**src/rtl/irr_pkg.sv**
```systemverilog
`timescale 1ns / 1ps
// ============================================================================
// irr_pkg
// Shared types, constants and helpers of the interrupt router register block.
// ============================================================================
package irr_pkg;

    // Design size
    localparam int LINE_COUNT = 32;
    localparam int CORE_COUNT = 4;
    localparam int LINE_W     = $clog2(LINE_COUNT);
    localparam int CORE_W     = 2;
    localparam int CFG_W      = 3;

    // Stream payload widths (bytes padded)
    localparam int S_TDATA_W  = 88;
    localparam int S_TUSER_W  = 2;
    localparam int M_TDATA_W  = 72;
    localparam int M_TUSER_W  = 1;

    // Register window byte offsets
    localparam logic [8:0] OFS_ROUTE_END = 9'h020;
    localparam logic [8:0] OFS_PENDING   = 9'h020;
    localparam logic [8:0] OFS_ENABLE    = 9'h024;
    localparam logic [8:0] OFS_EN_SET    = 9'h028;
    localparam logic [8:0] OFS_EN_CLR    = 9'h02c;
    localparam logic [8:0] OFS_EDGE      = 9'h038;
    localparam logic [8:0] OFS_CORE_BASE = 9'h040;
    localparam logic [8:0] OFS_CORE_END  = 9'h060;
    localparam logic [8:0] WINDOW_END    = 9'h100;

    // Item action codes
    typedef enum logic [1:0] {
        ACT_READ  = 2'd0,
        ACT_WRITE = 2'd1,
        ACT_LINE  = 2'd2
    } action_t;

    // Result kinds
    typedef enum logic {
        KIND_READ = 1'b0,
        KIND_PIN  = 1'b1
    } kind_t;

    // Pin level codes
    localparam logic PIN_LOW  = 1'b0;
    localparam logic PIN_HIGH = 1'b1;

    // First core pin driven by the router
    localparam logic [2:0] PIN_BASE = 3'd2;

    // One input item
    typedef struct packed {
        logic [1:0]        action;
        logic [7:0]        address;
        logic [3:0]        access_bytes;
        logic [63:0]       write_data;
        logic [LINE_W-1:0] irq_number;
        logic              irq_level;
    } item_t;

    // One result item plus a flag saying whether the item produced one
    typedef struct packed {
        logic              has_result;
        logic              result_kind;
        logic [63:0]       read_data;
        logic [CORE_W-1:0] core_index;
        logic [2:0]        core_pin;
        logic              pin_level;
    } result_t;

    // Bus access sizes of 1, 2, 4 or 8 bytes are legal
    function automatic logic valid_size(input logic [3:0] n);
        return (n == 4'd1) || (n == 4'd2) || (n == 4'd4) || (n == 4'd8);
    endfunction

    // Index of the lowest set bit of a nibble (zero when the nibble is zero)
    function automatic logic [1:0] lowest_bit(input logic [3:0] v);
        logic [1:0] idx;
        idx = 2'd0;
        if (v[0])      idx = 2'd0;
        else if (v[1]) idx = 2'd1;
        else if (v[2]) idx = 2'd2;
        else if (v[3]) idx = 2'd3;
        return idx;
    endfunction

endpackage

```
**src/rtl/interrupt_router_registers_core.sv**
```systemverilog
`timescale 1ns / 1ps
// ============================================================================
// interrupt_router_registers_core
// Interrupt router for 32 lines and 4 cores with a 256-byte register window.
// ============================================================================
// An item is either a bus read, a bus write or an interrupt line level change
// (selected by s_axis_tuser). Each item is registered on entry, decoded
// against the register file once the output register is free or draining,
// and its result, if any, lands in an output register: one item per clock
// unless m_axis_tready holds the flow. Reads always return one item; writes
// return nothing; a line event returns a core pin change unless the line is
// disabled, its pin nibble is zero, or it is a fall while the core still has
// other lines pending. The online core count must be written through the cfg
// port while the block is idle (not enforced by the block); it resets to one.
module interrupt_router_registers_core (
    input  logic                            aclk,
    input  logic                            aresetn,
    // Input items
    input  logic                            s_axis_tvalid,
    output logic                            s_axis_tready,
    // address[7:0], access_bytes[11:8], write_data[75:12], irq_number[80:76],
    // irq_level[81], zero pad[87:82]
    input  logic [irr_pkg::S_TDATA_W-1:0]   s_axis_tdata,
    // action[1:0]
    input  logic [irr_pkg::S_TUSER_W-1:0]   s_axis_tuser,
    // Result items
    output logic                            m_axis_tvalid,
    input  logic                            m_axis_tready,
    // read_data[63:0], core_index[65:64], core_pin[68:66], pin_level[69],
    // zero pad[71:70]
    output logic [irr_pkg::M_TDATA_W-1:0]   m_axis_tdata,
    // result_kind[0]
    output logic [irr_pkg::M_TUSER_W-1:0]   m_axis_tuser,
    // Online core count
    input  logic                            cfg_valid,
    output logic                            cfg_ready,
    input  logic [irr_pkg::CFG_W-1:0]       cfg_data
);

    logic                        in_valid_reg;
    irr_pkg::item_t              in_item_reg;
    logic                        out_valid_reg;
    irr_pkg::result_t            out_res_reg;
    logic [irr_pkg::CFG_W-1:0]   online_reg;
    irr_pkg::result_t            res;
    logic                        proc_go;

    // Process the held item when the output slot is free or draining
    assign proc_go       = in_valid_reg && (!out_valid_reg || m_axis_tready);
    assign s_axis_tready = !in_valid_reg || proc_go;
    assign cfg_ready     = 1'b1;

    irr_regs u_regs (
        .aclk        (aclk),
        .aresetn     (aresetn),
        .item_en     (proc_go),
        .item        (in_item_reg),
        .online_cpus (online_reg),
        .result      (res)
    );

    // Input and output registers
    always_ff @(posedge aclk) begin
        if (!aresetn) begin
            in_valid_reg  <= 1'b0;
            out_valid_reg <= 1'b0;
            online_reg    <= irr_pkg::CFG_W'(1);
        end else begin
            if (cfg_valid && cfg_ready) begin
                online_reg <= cfg_data;
            end
            if (s_axis_tready) begin
                in_valid_reg <= s_axis_tvalid;
            end
            if (proc_go) begin
                out_valid_reg <= res.has_result;
            end else if (m_axis_tready) begin
                out_valid_reg <= 1'b0;
            end
        end
        if (s_axis_tvalid && s_axis_tready) begin
            in_item_reg.action       <= s_axis_tuser[1:0];
            in_item_reg.address      <= s_axis_tdata[7:0];
            in_item_reg.access_bytes <= s_axis_tdata[11:8];
            in_item_reg.write_data   <= s_axis_tdata[75:12];
            in_item_reg.irq_number   <= s_axis_tdata[80:76];
            in_item_reg.irq_level    <= s_axis_tdata[81];
        end
        if (proc_go && res.has_result) begin
            out_res_reg <= res;
        end
    end

    // Output packing
    assign m_axis_tvalid = out_valid_reg;
    assign m_axis_tdata  = {2'b00, out_res_reg.pin_level, out_res_reg.core_pin,
                            out_res_reg.core_index, out_res_reg.read_data};
    assign m_axis_tuser  = out_res_reg.result_kind;

endmodule

```
**src/rtl/irr_regs.sv**
```systemverilog
`timescale 1ns / 1ps
// ============================================================================
// irr_regs
// Register file of the router: route bytes, enable/edge/pending words and
// per-core pending words. Decodes one item per enabled cycle: bus reads and
// writes on the byte window, and line events that update pending state.
// ============================================================================
module irr_regs (
    input  logic                           aclk,
    input  logic                           aresetn,
    input  logic                           item_en,      // item processed this cycle
    input  irr_pkg::item_t                 item,
    input  logic [irr_pkg::CFG_W-1:0]      online_cpus,
    output irr_pkg::result_t               result
);

    logic [7:0]  route_reg     [irr_pkg::LINE_COUNT];
    logic [7:0]  route_next    [irr_pkg::LINE_COUNT];
    logic [31:0] enable_reg, enable_next;
    logic [31:0] edge_reg, edge_next;
    logic [31:0] pending_reg, pending_next;
    logic [31:0] core_pend_reg  [irr_pkg::CORE_COUNT];
    logic [31:0] core_pend_next [irr_pkg::CORE_COUNT];

    logic                          is_read, is_write, is_line, size_ok;
    logic [63:0]                   rd_data;

    // Line event decode
    logic [7:0]                    line_route;
    logic [3:0]                    pin_nib, core_nib;
    logic [1:0]                    core_raw;
    logic [irr_pkg::CORE_W-1:0]    core_sel;
    logic [2:0]                    pin_sel;
    logic [31:0]                   line_bit;
    logic                          line_hit;
    logic [31:0]                   core_pend_cleared;

    assign is_read  = (item.action == irr_pkg::ACT_READ);
    assign is_write = (item.action == irr_pkg::ACT_WRITE);
    assign is_line  = (item.action == irr_pkg::ACT_LINE);
    assign size_ok  = irr_pkg::valid_size(item.access_bytes);

    // Bus read: eight byte lanes, each decoding its own window offset
    always_comb begin
        logic [8:0] a;
        logic [7:0] b;
        rd_data = '0;
        for (int k = 0; k < 8; k++) begin
            a = {1'b0, item.address} + 9'(k);
            b = '0;
            if (a < irr_pkg::OFS_ROUTE_END) begin
                b = route_reg[a[4:0]];
            end else if (a >= irr_pkg::OFS_PENDING && a < irr_pkg::OFS_PENDING + 9'd4) begin
                b = pending_reg[a[1:0]*8 +: 8];
            end else if (a >= irr_pkg::OFS_ENABLE && a < irr_pkg::OFS_ENABLE + 9'd4) begin
                b = enable_reg[a[1:0]*8 +: 8];
            end else if (a >= irr_pkg::OFS_EDGE && a < irr_pkg::OFS_EDGE + 9'd4) begin
                b = edge_reg[a[1:0]*8 +: 8];
            end else if (a >= irr_pkg::OFS_CORE_BASE && a < irr_pkg::OFS_CORE_END) begin
                // 8-byte stride per core, upper half reads zero
                if (!a[2]) begin
                    b = core_pend_reg[a[4:3]][a[1:0]*8 +: 8];
                end
            end
            if (k < int'(item.access_bytes) && a < irr_pkg::WINDOW_END && size_ok) begin
                rd_data[k*8 +: 8] = b;
            end
        end
    end

    // Line event: pick pin and core from the route byte
    assign line_route = route_reg[item.irq_number];
    assign pin_nib    = line_route[7:4];
    assign core_nib   = line_route[3:0];
    assign core_raw   = irr_pkg::lowest_bit(core_nib);
    assign pin_sel    = irr_pkg::PIN_BASE + {1'b0, irr_pkg::lowest_bit(pin_nib)};
    assign line_bit   = 32'd1 << item.irq_number;

    // Cores beyond the online count fall back to core zero
    always_comb begin
        core_sel = core_raw;
        if ({1'b0, core_raw} >= online_cpus ||
            32'(core_raw) >= 32'(irr_pkg::CORE_COUNT)) begin
            core_sel = '0;
        end
    end

    assign line_hit = is_line && ((enable_reg & line_bit) != '0) && (pin_nib != 4'd0);
    assign core_pend_cleared = core_pend_reg[core_sel] & ~line_bit;

    // Next state
    always_comb begin
        logic [8:0] off;
        logic [31:0] set_d, clr_d;
        logic        do_set, do_clr;
        route_next   = route_reg;
        enable_next  = enable_reg;
        edge_next    = edge_reg;
        pending_next = pending_reg;
        core_pend_next = core_pend_reg;
        off    = '0;
        set_d  = '0;
        clr_d  = '0;
        do_set = 1'b0;
        do_clr = 1'b0;

        if (is_write && size_ok) begin
            // Route bytes: stored while the offset stays inside the route area
            for (int j = 0; j < irr_pkg::LINE_COUNT; j++) begin
                off = 9'(j) - {1'b0, item.address};
                if (9'(j) >= {1'b0, item.address} && off < {5'b0, item.access_bytes}) begin
                    route_next[j] = item.write_data[off[2:0]*8 +: 8];
                end
            end
            // Enable set port, with the clear port in the upper half of an 8-byte write
            if ({1'b0, item.address} == irr_pkg::OFS_EN_SET && item.access_bytes >= 4'd4) begin
                do_set = 1'b1;
                set_d  = item.write_data[31:0];
                if (item.access_bytes == 4'd8) begin
                    do_clr = 1'b1;
                    clr_d  = item.write_data[63:32];
                end
            end
            if ({1'b0, item.address} == irr_pkg::OFS_EN_CLR && item.access_bytes >= 4'd4) begin
                do_clr = 1'b1;
                clr_d  = item.write_data[31:0];
            end
            if ({1'b0, item.address} == irr_pkg::OFS_EDGE && item.access_bytes >= 4'd4) begin
                edge_next = item.write_data[31:0];
            end
            if (do_set) begin
                enable_next = enable_next | set_d;
            end
            // Clearing an enable also drops pending for edge-triggered lines
            if (do_clr) begin
                enable_next  = enable_next & ~clr_d;
                pending_next = pending_reg & ~(clr_d & edge_reg);
            end
        end

        if (line_hit) begin
            if (item.irq_level) begin
                pending_next            = pending_reg | line_bit;
                core_pend_next[core_sel] = core_pend_reg[core_sel] | line_bit;
            end else begin
                pending_next            = pending_reg & ~line_bit;
                core_pend_next[core_sel] = core_pend_cleared;
            end
        end
    end

    // Result of the item
    always_comb begin
        result = '0;
        if (is_read) begin
            result.has_result  = 1'b1;
            result.result_kind = irr_pkg::KIND_READ;
            result.read_data   = rd_data;
        end else if (line_hit && (item.irq_level || core_pend_cleared == '0)) begin
            result.has_result  = 1'b1;
            result.result_kind = irr_pkg::KIND_PIN;
            result.core_index  = core_sel;
            result.core_pin    = pin_sel;
            result.pin_level   = item.irq_level ? irr_pkg::PIN_HIGH : irr_pkg::PIN_LOW;
        end
    end

    // State registers
    always_ff @(posedge aclk) begin
        if (!aresetn) begin
            for (int j = 0; j < irr_pkg::LINE_COUNT; j++) begin
                route_reg[j] <= '0;
            end
            for (int c = 0; c < irr_pkg::CORE_COUNT; c++) begin
                core_pend_reg[c] <= '0;
            end
            enable_reg  <= '0;
            edge_reg    <= '0;
            pending_reg <= '0;
        end else if (item_en) begin
            route_reg     <= route_next;
            core_pend_reg <= core_pend_next;
            enable_reg    <= enable_next;
            edge_reg      <= edge_next;
            pending_reg   <= pending_next;
        end
    end

endmodule

```
**config.mk**
```make
export PLATFORM = sky130hd
export DESIGN_NAME = interrupt_router_registers_core
export DESIGN_NICKNAME = d
export VERILOG_FILES = /design/src/rtl/irr_pkg.sv /design/src/rtl/interrupt_router_registers_core.sv /design/src/rtl/irr_regs.sv
export SDC_FILE = /design/constraint.sdc
export NUM_CORES = 2
export LEC_CHECK = 0
export BUFFER_PORTS_ARGS = -buffer_cell sky130_fd_sc_hd__buf_2
export CAP_MARGIN = 20
export CORE_MARGIN = 2
export CORE_UTILIZATION = 58
export CTS_CLUSTER_DIAMETER = 100
export CTS_CLUSTER_SIZE = 40
export DETAILED_ROUTE_END_ITERATION = 6
export PLACE_DENSITY = 0.84
export SLEW_MARGIN = 20
export SYNTH_ARGS = -nofsm -noshare
export SYNTH_HDL_FRONTEND = slang
export SYNTH_SLANG_ARGS = --single-unit
```
**constraint.sdc**
```tcl
create_clock -name aclk -period 6.45 [get_ports aclk]
set_clock_uncertainty 0.05 [all_clocks]
set_input_delay 0.9675 -clock aclk [delete_from_list [all_inputs] [get_ports aclk]]
set_output_delay 0.9675 -clock aclk [all_outputs]
set_load 0.1 [all_outputs]
```
* Yosys cells after proc, flatten, opt, wreduce, memory -nomap -nowiden
Cells that the tools add are included.
** Word-level totals
- Output and inout bits :: 76
- Bits in registers :: 640
- Word-level logic and storage cells :: 669
- Bits of input ports :: 98
** Operators by class
- Reductions and logical operators :: 151
- Mux-type cells :: 140
- Bitwise logic cells :: 31
- Add/sub/neg operators :: 40
- Shift-type cells :: 65
- Magnitude comparators :: 173
- Equal/unequal tests :: 9
** Operators by type and width (number)
- 64-bit by 7-bit variable part select with 8-bit output :: 32
- 32-bit two-way mux :: 32
- 32-bit by 6-bit variable part select with 8-bit output :: 32
- 32-bit binary-select mux with 2-bit select :: 9
- 8-bit two-way mux :: 66
- 8-bit binary-select mux with 5-bit select :: 9
- 9-bit by 4-bit less-than comparator with 1-bit output :: 32
- 128-bit bitwise mux :: 2
- 9-bit by 6-bit less-than comparator with 1-bit output, second input constant :: 28
- 32-bit bitwise AND :: 6
- 9-bit by 6-bit greater-or-equal comparator with 1-bit output, second input constant :: 21
- 5-bit by 8-bit subtractor with 9-bit output, first input constant :: 16
- 5-bit by 8-bit greater-or-equal comparator with 1-bit output, first input constant :: 16
- 128-bit two-way mux :: 1
- 3-bit AND reduction :: 34
- 32-bit NOT :: 3
- 32-bit OR :: 3
- 1-bit logical AND :: 91
- 4-bit by 8-bit subtractor with 9-bit output, first input constant :: 8
- 32-bit demux with 2-bit select :: 1
- 4-bit by 8-bit greater-or-equal comparator with 1-bit output, first input constant :: 8
- 9-bit by 7-bit greater-or-equal comparator with 1-bit output, second input constant :: 7
- 9-bit by 7-bit less-than comparator with 1-bit output, second input constant :: 7
- 9-bit less-than comparator, second input constant :: 7
- other kinds (45) :: 138

* Logic depth before layout (Yosys ltp)
- Word-level depth :: 21
- Depth in mapped cells :: 27
- Gate-level depth less buffers :: 18

* By module
A second synthesis with hierarchy kept.
** Unflattened totals
- Cells, all modules :: 4836
- Area total of the unflattened synthesis :: 52993.3 sq um
** By module, submodules not included
- irr_regs :: times used 1, area each 48104.9 sq um, cells each 4654, seq. area each 9609.2 sq um
- interrupt_router_registers_core :: times used 1, area each 4888.4 sq um, cells each 182, seq. area each 4754.6 sq um

* Worst setup path after synthesis
Ideal clock, no wire load.
- Kind :: reg2reg
- Start :: reg in_item_reg[1] (netlist bit)
- End :: reg out_res_reg, in the netlist m_axis_tdata[0] (enable)
- Data required time :: 5.962 ns
- Cell stages (with the launch flop) :: 26
- Arrival time :: 6.049 ns
- Slack :: -0.087 ns
- Setup time :: 0.438 ns
- Period minus slack after synthesis :: 6.537 ns
- Path buffers :: 8
- Path through :: edfxtp_1 -> buf_6 -> buf_12 -> buf_12 -> mux4_2 -> o211ai_1 -> and4_1 -> buf_6 -> nand2b_1 -> buf_6 -> buf_2 -> nand2_1 -> nand2_1 -> ha_1 -> nand2b_1 -> a21oi_1 -> or2_2 -> clkbuf_1 -> nand3_2 -> buf_4 -> o311ai_1 -> o22ai_1 -> nor4_1 -> nand4_1 -> nor2_1 -> o311a_1
** Between the ends
- Word-level cells in the longest chain between the ends :: 21
- Elaborated cells between the ends (all ways) :: 28
- Classes of those cells :: order compare (1); shift (1); mux (13); bitwise (5); reduce/logical (8)
** RTL lines
- start: declaration :: line interrupt_router_registers_core.sv:41 : irr_pkg::item_t in_item_reg;
- 5-bit NOT with 6-bit output (implied by the code) :: line irr_regs.sv:72 : assign line_route = route_reg[item.irq_number];
- 8-bit binary-select mux with 5-bit select :: line irr_regs.sv:72
- 8-bit two-way mux (implied by the code) (2 in series) :: line irr_regs.sv:72
- 2-bit two-way mux :: line irr_pkg.sv:84 : else if (v[3]) idx = 2'd3;
- 2-bit two-way mux :: line irr_pkg.sv:83 : else if (v[2]) idx = 2'd2;
- 2-bit two-way mux :: line irr_pkg.sv:82 : else if (v[1]) idx = 2'd1;
- 2-bit two-way mux :: line irr_pkg.sv:81 : if (v[0]) idx = 2'd0;
- 2-bit by 3-bit greater-or-equal comparator with 1-bit output :: line irr_regs.sv:82 : if ({1'b0, core_raw} >= online_cpus ||
- [3 not listed]
- 32-bit two-way mux (implied by the code) (2 in series) :: line irr_regs.sv:89 : assign core_pend_cleared = core_pend_reg[core_sel] & ~line_bit;
- 32-bit bitwise AND :: line irr_regs.sv:89
- 32-bit zero test :: line irr_regs.sv:159 : end else if (line_hit && (item.irq_level || core_pend_cleared == '0)) begin
- 1-bit logical OR :: line irr_regs.sv:159
- 1-bit logical AND * :: line irr_regs.sv:159
- 2-bit two-way mux * :: line irr_regs.sv:159
- 2-bit two-way mux * :: line irr_regs.sv:155 : if (is_read) begin
- 1-bit logical AND * :: line interrupt_router_registers_core.sv:89 : if (proc_go && res.has_result) begin
- end signal: assignment :: line interrupt_router_registers_core.sv:90 : out_res_reg <= res;
- end: declaration :: line interrupt_router_registers_core.sv:43 : irr_pkg::result_t out_res_reg;
Mark *: on every way between the ends. The rest lies on a longest branch, timed or not. The select of a mux whose other input is x is not followed.
A chain may end at the register's enable or synchronous reset.

* Worst setup path in the final report
- Start :: reg in_item_reg[1] (netlist bit)
- End :: reg out_res_reg, in the netlist m_axis_tdata[61] (enable)
Same word-level chain as after synthesis.

==> results.cfg <==
[critical_path]
startpoint_type = register
r2r_cells = 20
rrSetupSlack_ps = 190
rr_startpoint = in_item_reg[1]
crit_start = in_item_reg[1]
r2r-end = m_axis_tdata[61]
timing.critical_path.to = m_axis_tdata[61]
worstPathMaxFanout = 36
crit_arrival_ps = 6600
required_ps = 6790
critPathCaptureType = register
crit_type = register to register

[drt]
wl_met2_microns = 93900
drt_iter0_markers = 10900
drc_errors = 50
dr.pass1.iters = 7
vias_per_cell = 8.46
avgRoutedWirePerCell_microns = 41.4
ant_nets = 0
drt-met1-wl_microns = 79300
wl_met3_microns = 53200
dr_total_vias = 51000
highest_layer = met5
routed_wl_microns = 250000

[cells_and_area]
final_common_cell = mux4_2
ff_latch_area_sq_um = 14400
final_cells = 6037
final_cell_mix = mux4_2 (907), nor2_1 (565), dfxtp_1 (485)
largest_register_ffs = 256
syn_to_final_growth_pct = 6.96
drive_gt1_frac = 0.302
num-nets-final = 4914
utilization = 0.628
multi_input_area_sq_um = 37700
fill_cells = 7010

[pwr]
p_per_area_nw_per_um2 = 165
irDropWorstVdd_mv = 0.240
p_leak_nw = 19.5
p_total_w = 0.00949

[timing]
slew_violations = 0
grt_setup_unrepaired = no
maxSlewHeadroom = 0.148
setup_viol = 0
fin_crit_ps = 6260
fmaxAchievable_mhz = 160
tightest_slew_ps = 1280
whs_ps = 334
fin_crit_sh = 0.971
setup-tns-final_ps = 0
hold_viol = 0

[placement]
gp_congestion = 1.11
hpwl_microns = 179000
placed_cells = 5977
portBuffers = 164

[global_routing]
grt_pass1_wl_microns = 349000
grt_pass1_vias = 46400
antenna_found_initial = 19
grt_usage = 0.520
grt_max_degree = 148
grt-ovfl-total = 0

[synthesis]
synth_enable_flop_cells = 155
syn_area_per_cell_sq_um = 11.2
syn-instance-count = 4826
ys_types = 91
ys.flop_type = dfxtp_1
yosysSeqAreaShare = 0.267
syn_area_sq_um = 53900
synthArstFlopShare = 0
yosys_warnings = 0
ys_ff_latch = 640

[flow_run]
cap_viol_max_count = 0

[die]
coreArea_sq_um = 91800
die_area_sq_um = 95300
io_pins = 174
fp.dieH_microns = 309
row_count = 111
die_w_microns = 309
initial_core_util = 0.587

[cts]
clk_pin_slew_ps = 140
cts.path.max_buffers = 3
cts_made_buffers = 29
root_buffer = clkbuf_16
tritoncts = yes
cts.htree.levels = 1
cts_hold_buf = 0
cts_post_setup_buffers_inserted = 0
clock_latency_ps = 750
numClockSinks = 640
ctsResizeCount = 0

[hold_path]
hp-class = input pin to register

[status]
failed_checks = design-rule violations
status = complete, but fails checks
## metal layers
layer	vias up	track usage
met5	-	0.0288
met4	42	0.338
met3	1317	0.337
met2	5697	0.660
met1	24700	0.640
li1	19300	-
## cells in the mapped netlist, types with 15 or more instances
cell type  number  share of area
mux4_2        907           0.38
a21oi_1       319          0.030
a21o_1         17         0.0024
a221oi_1       24         0.0039
nand2_1       475          0.033
ha_1           51          0.012
a31oi_1        36         0.0042
edfxtp_1      155          0.086
a311oi_1       66          0.011
buf_2          68         0.0063
nor2b_1        20         0.0023
dfxtp_1       485           0.18
inv_1          26         0.0018
o21ai_0       173          0.016
and3_1         15         0.0017
buf_1          74         0.0052
nor2_1        568          0.040
o221ai_1       25         0.0041
buf_6          16         0.0033
nand4_1        16         0.0019
xnor2_1        35         0.0057
buf_4          17         0.0024
mux2i_1       301          0.056
nand3_1        47         0.0044
a22oi_1        44         0.0061
a22o_1         16         0.0026
nand2b_1       45         0.0052
o22ai_1        25         0.0029
o221a_1        28         0.0059
mux2_2         22         0.0046
nor3_1         33         0.0031
clkbuf_1      285          0.020
a211oi_1      196          0.027
## logic make-up after synthesis
kind of cell | Yosys count | synth area share
xor+xnor | 39 | 0.00648
fa+ha+maj | 51 | 0.0118
flops | 640 | 0.267
other cells | 2 | 0.000139
compound gates | 1048 | 0.129
mux | 1230 | 0.440
simple gates | 1313 | 0.105
buf+inv | 503 | 0.0409
## stage by stage
step | instance area, sq um | setup WS [ps]
2_1_floorplan | 53900 | 303
3_3_place_gp | 56400 | 743
3_5_place_dp | 56400 | 659
4_1_cts | 57600 | 584
5_1_grt | 57600 | 113
6_report | 57600 | 189
## report_power, final
part           switching (W)  leakage [nW]  total, W  internal, W
combinational        0.00169          13.5   0.00250     0.000809
clock                0.00167         0.575   0.00276      0.00109
sequential         0.0000814          5.46   0.00422      0.00414
## worst max-delay path, stage by stage (launching register included)
cell      delay, ps
edfxtp_1        800
buf_12          370
mux2i_1         320
a22oi_1         130
nand3_1         100
and4_1          420
buf_4           240
nand2_1         110
and3_1          210
ha_1            280
a21oi_1         230
or2_2           240
nand3_2         110
buf_4           220
o221ai_1        210
a21oi_1          90
nor4_1          500
nand4_1         370
nor2_1          210
o311a_4         420
buf_12          230
## worst min-delay path by stage
stage,start,end,slack (ps),cells past startpoint
after detailed placement,u_regs.edge_reg[22],u_regs.edge_reg[22],460,2
after global placement,online_reg[1],online_reg[1],430,2
final,s_axis_tdata[74],in_item_reg[68],330,1
after floorplan,online_reg[0],online_reg[0],400,2
after CTS,s_axis_tdata[74],in_item_reg[68],340,1
after global routing,s_axis_tdata[52],in_item_reg[46],330,1
## area by class of cell
cell class / instances / share of cell area
multi-input combinational: 3684 / 0.654
tap: 1243 / 0.0270
clock inverter: 22 / 0.00749
clock buffer: 32 / 0.0135
sequential: 640 / 0.249
timing repair buffer: 370 / 0.0454
inverter: 40 / 0.00274
antenna: 6 / 0.000261
No activity file was read; power rests on OpenSTA's default activity.
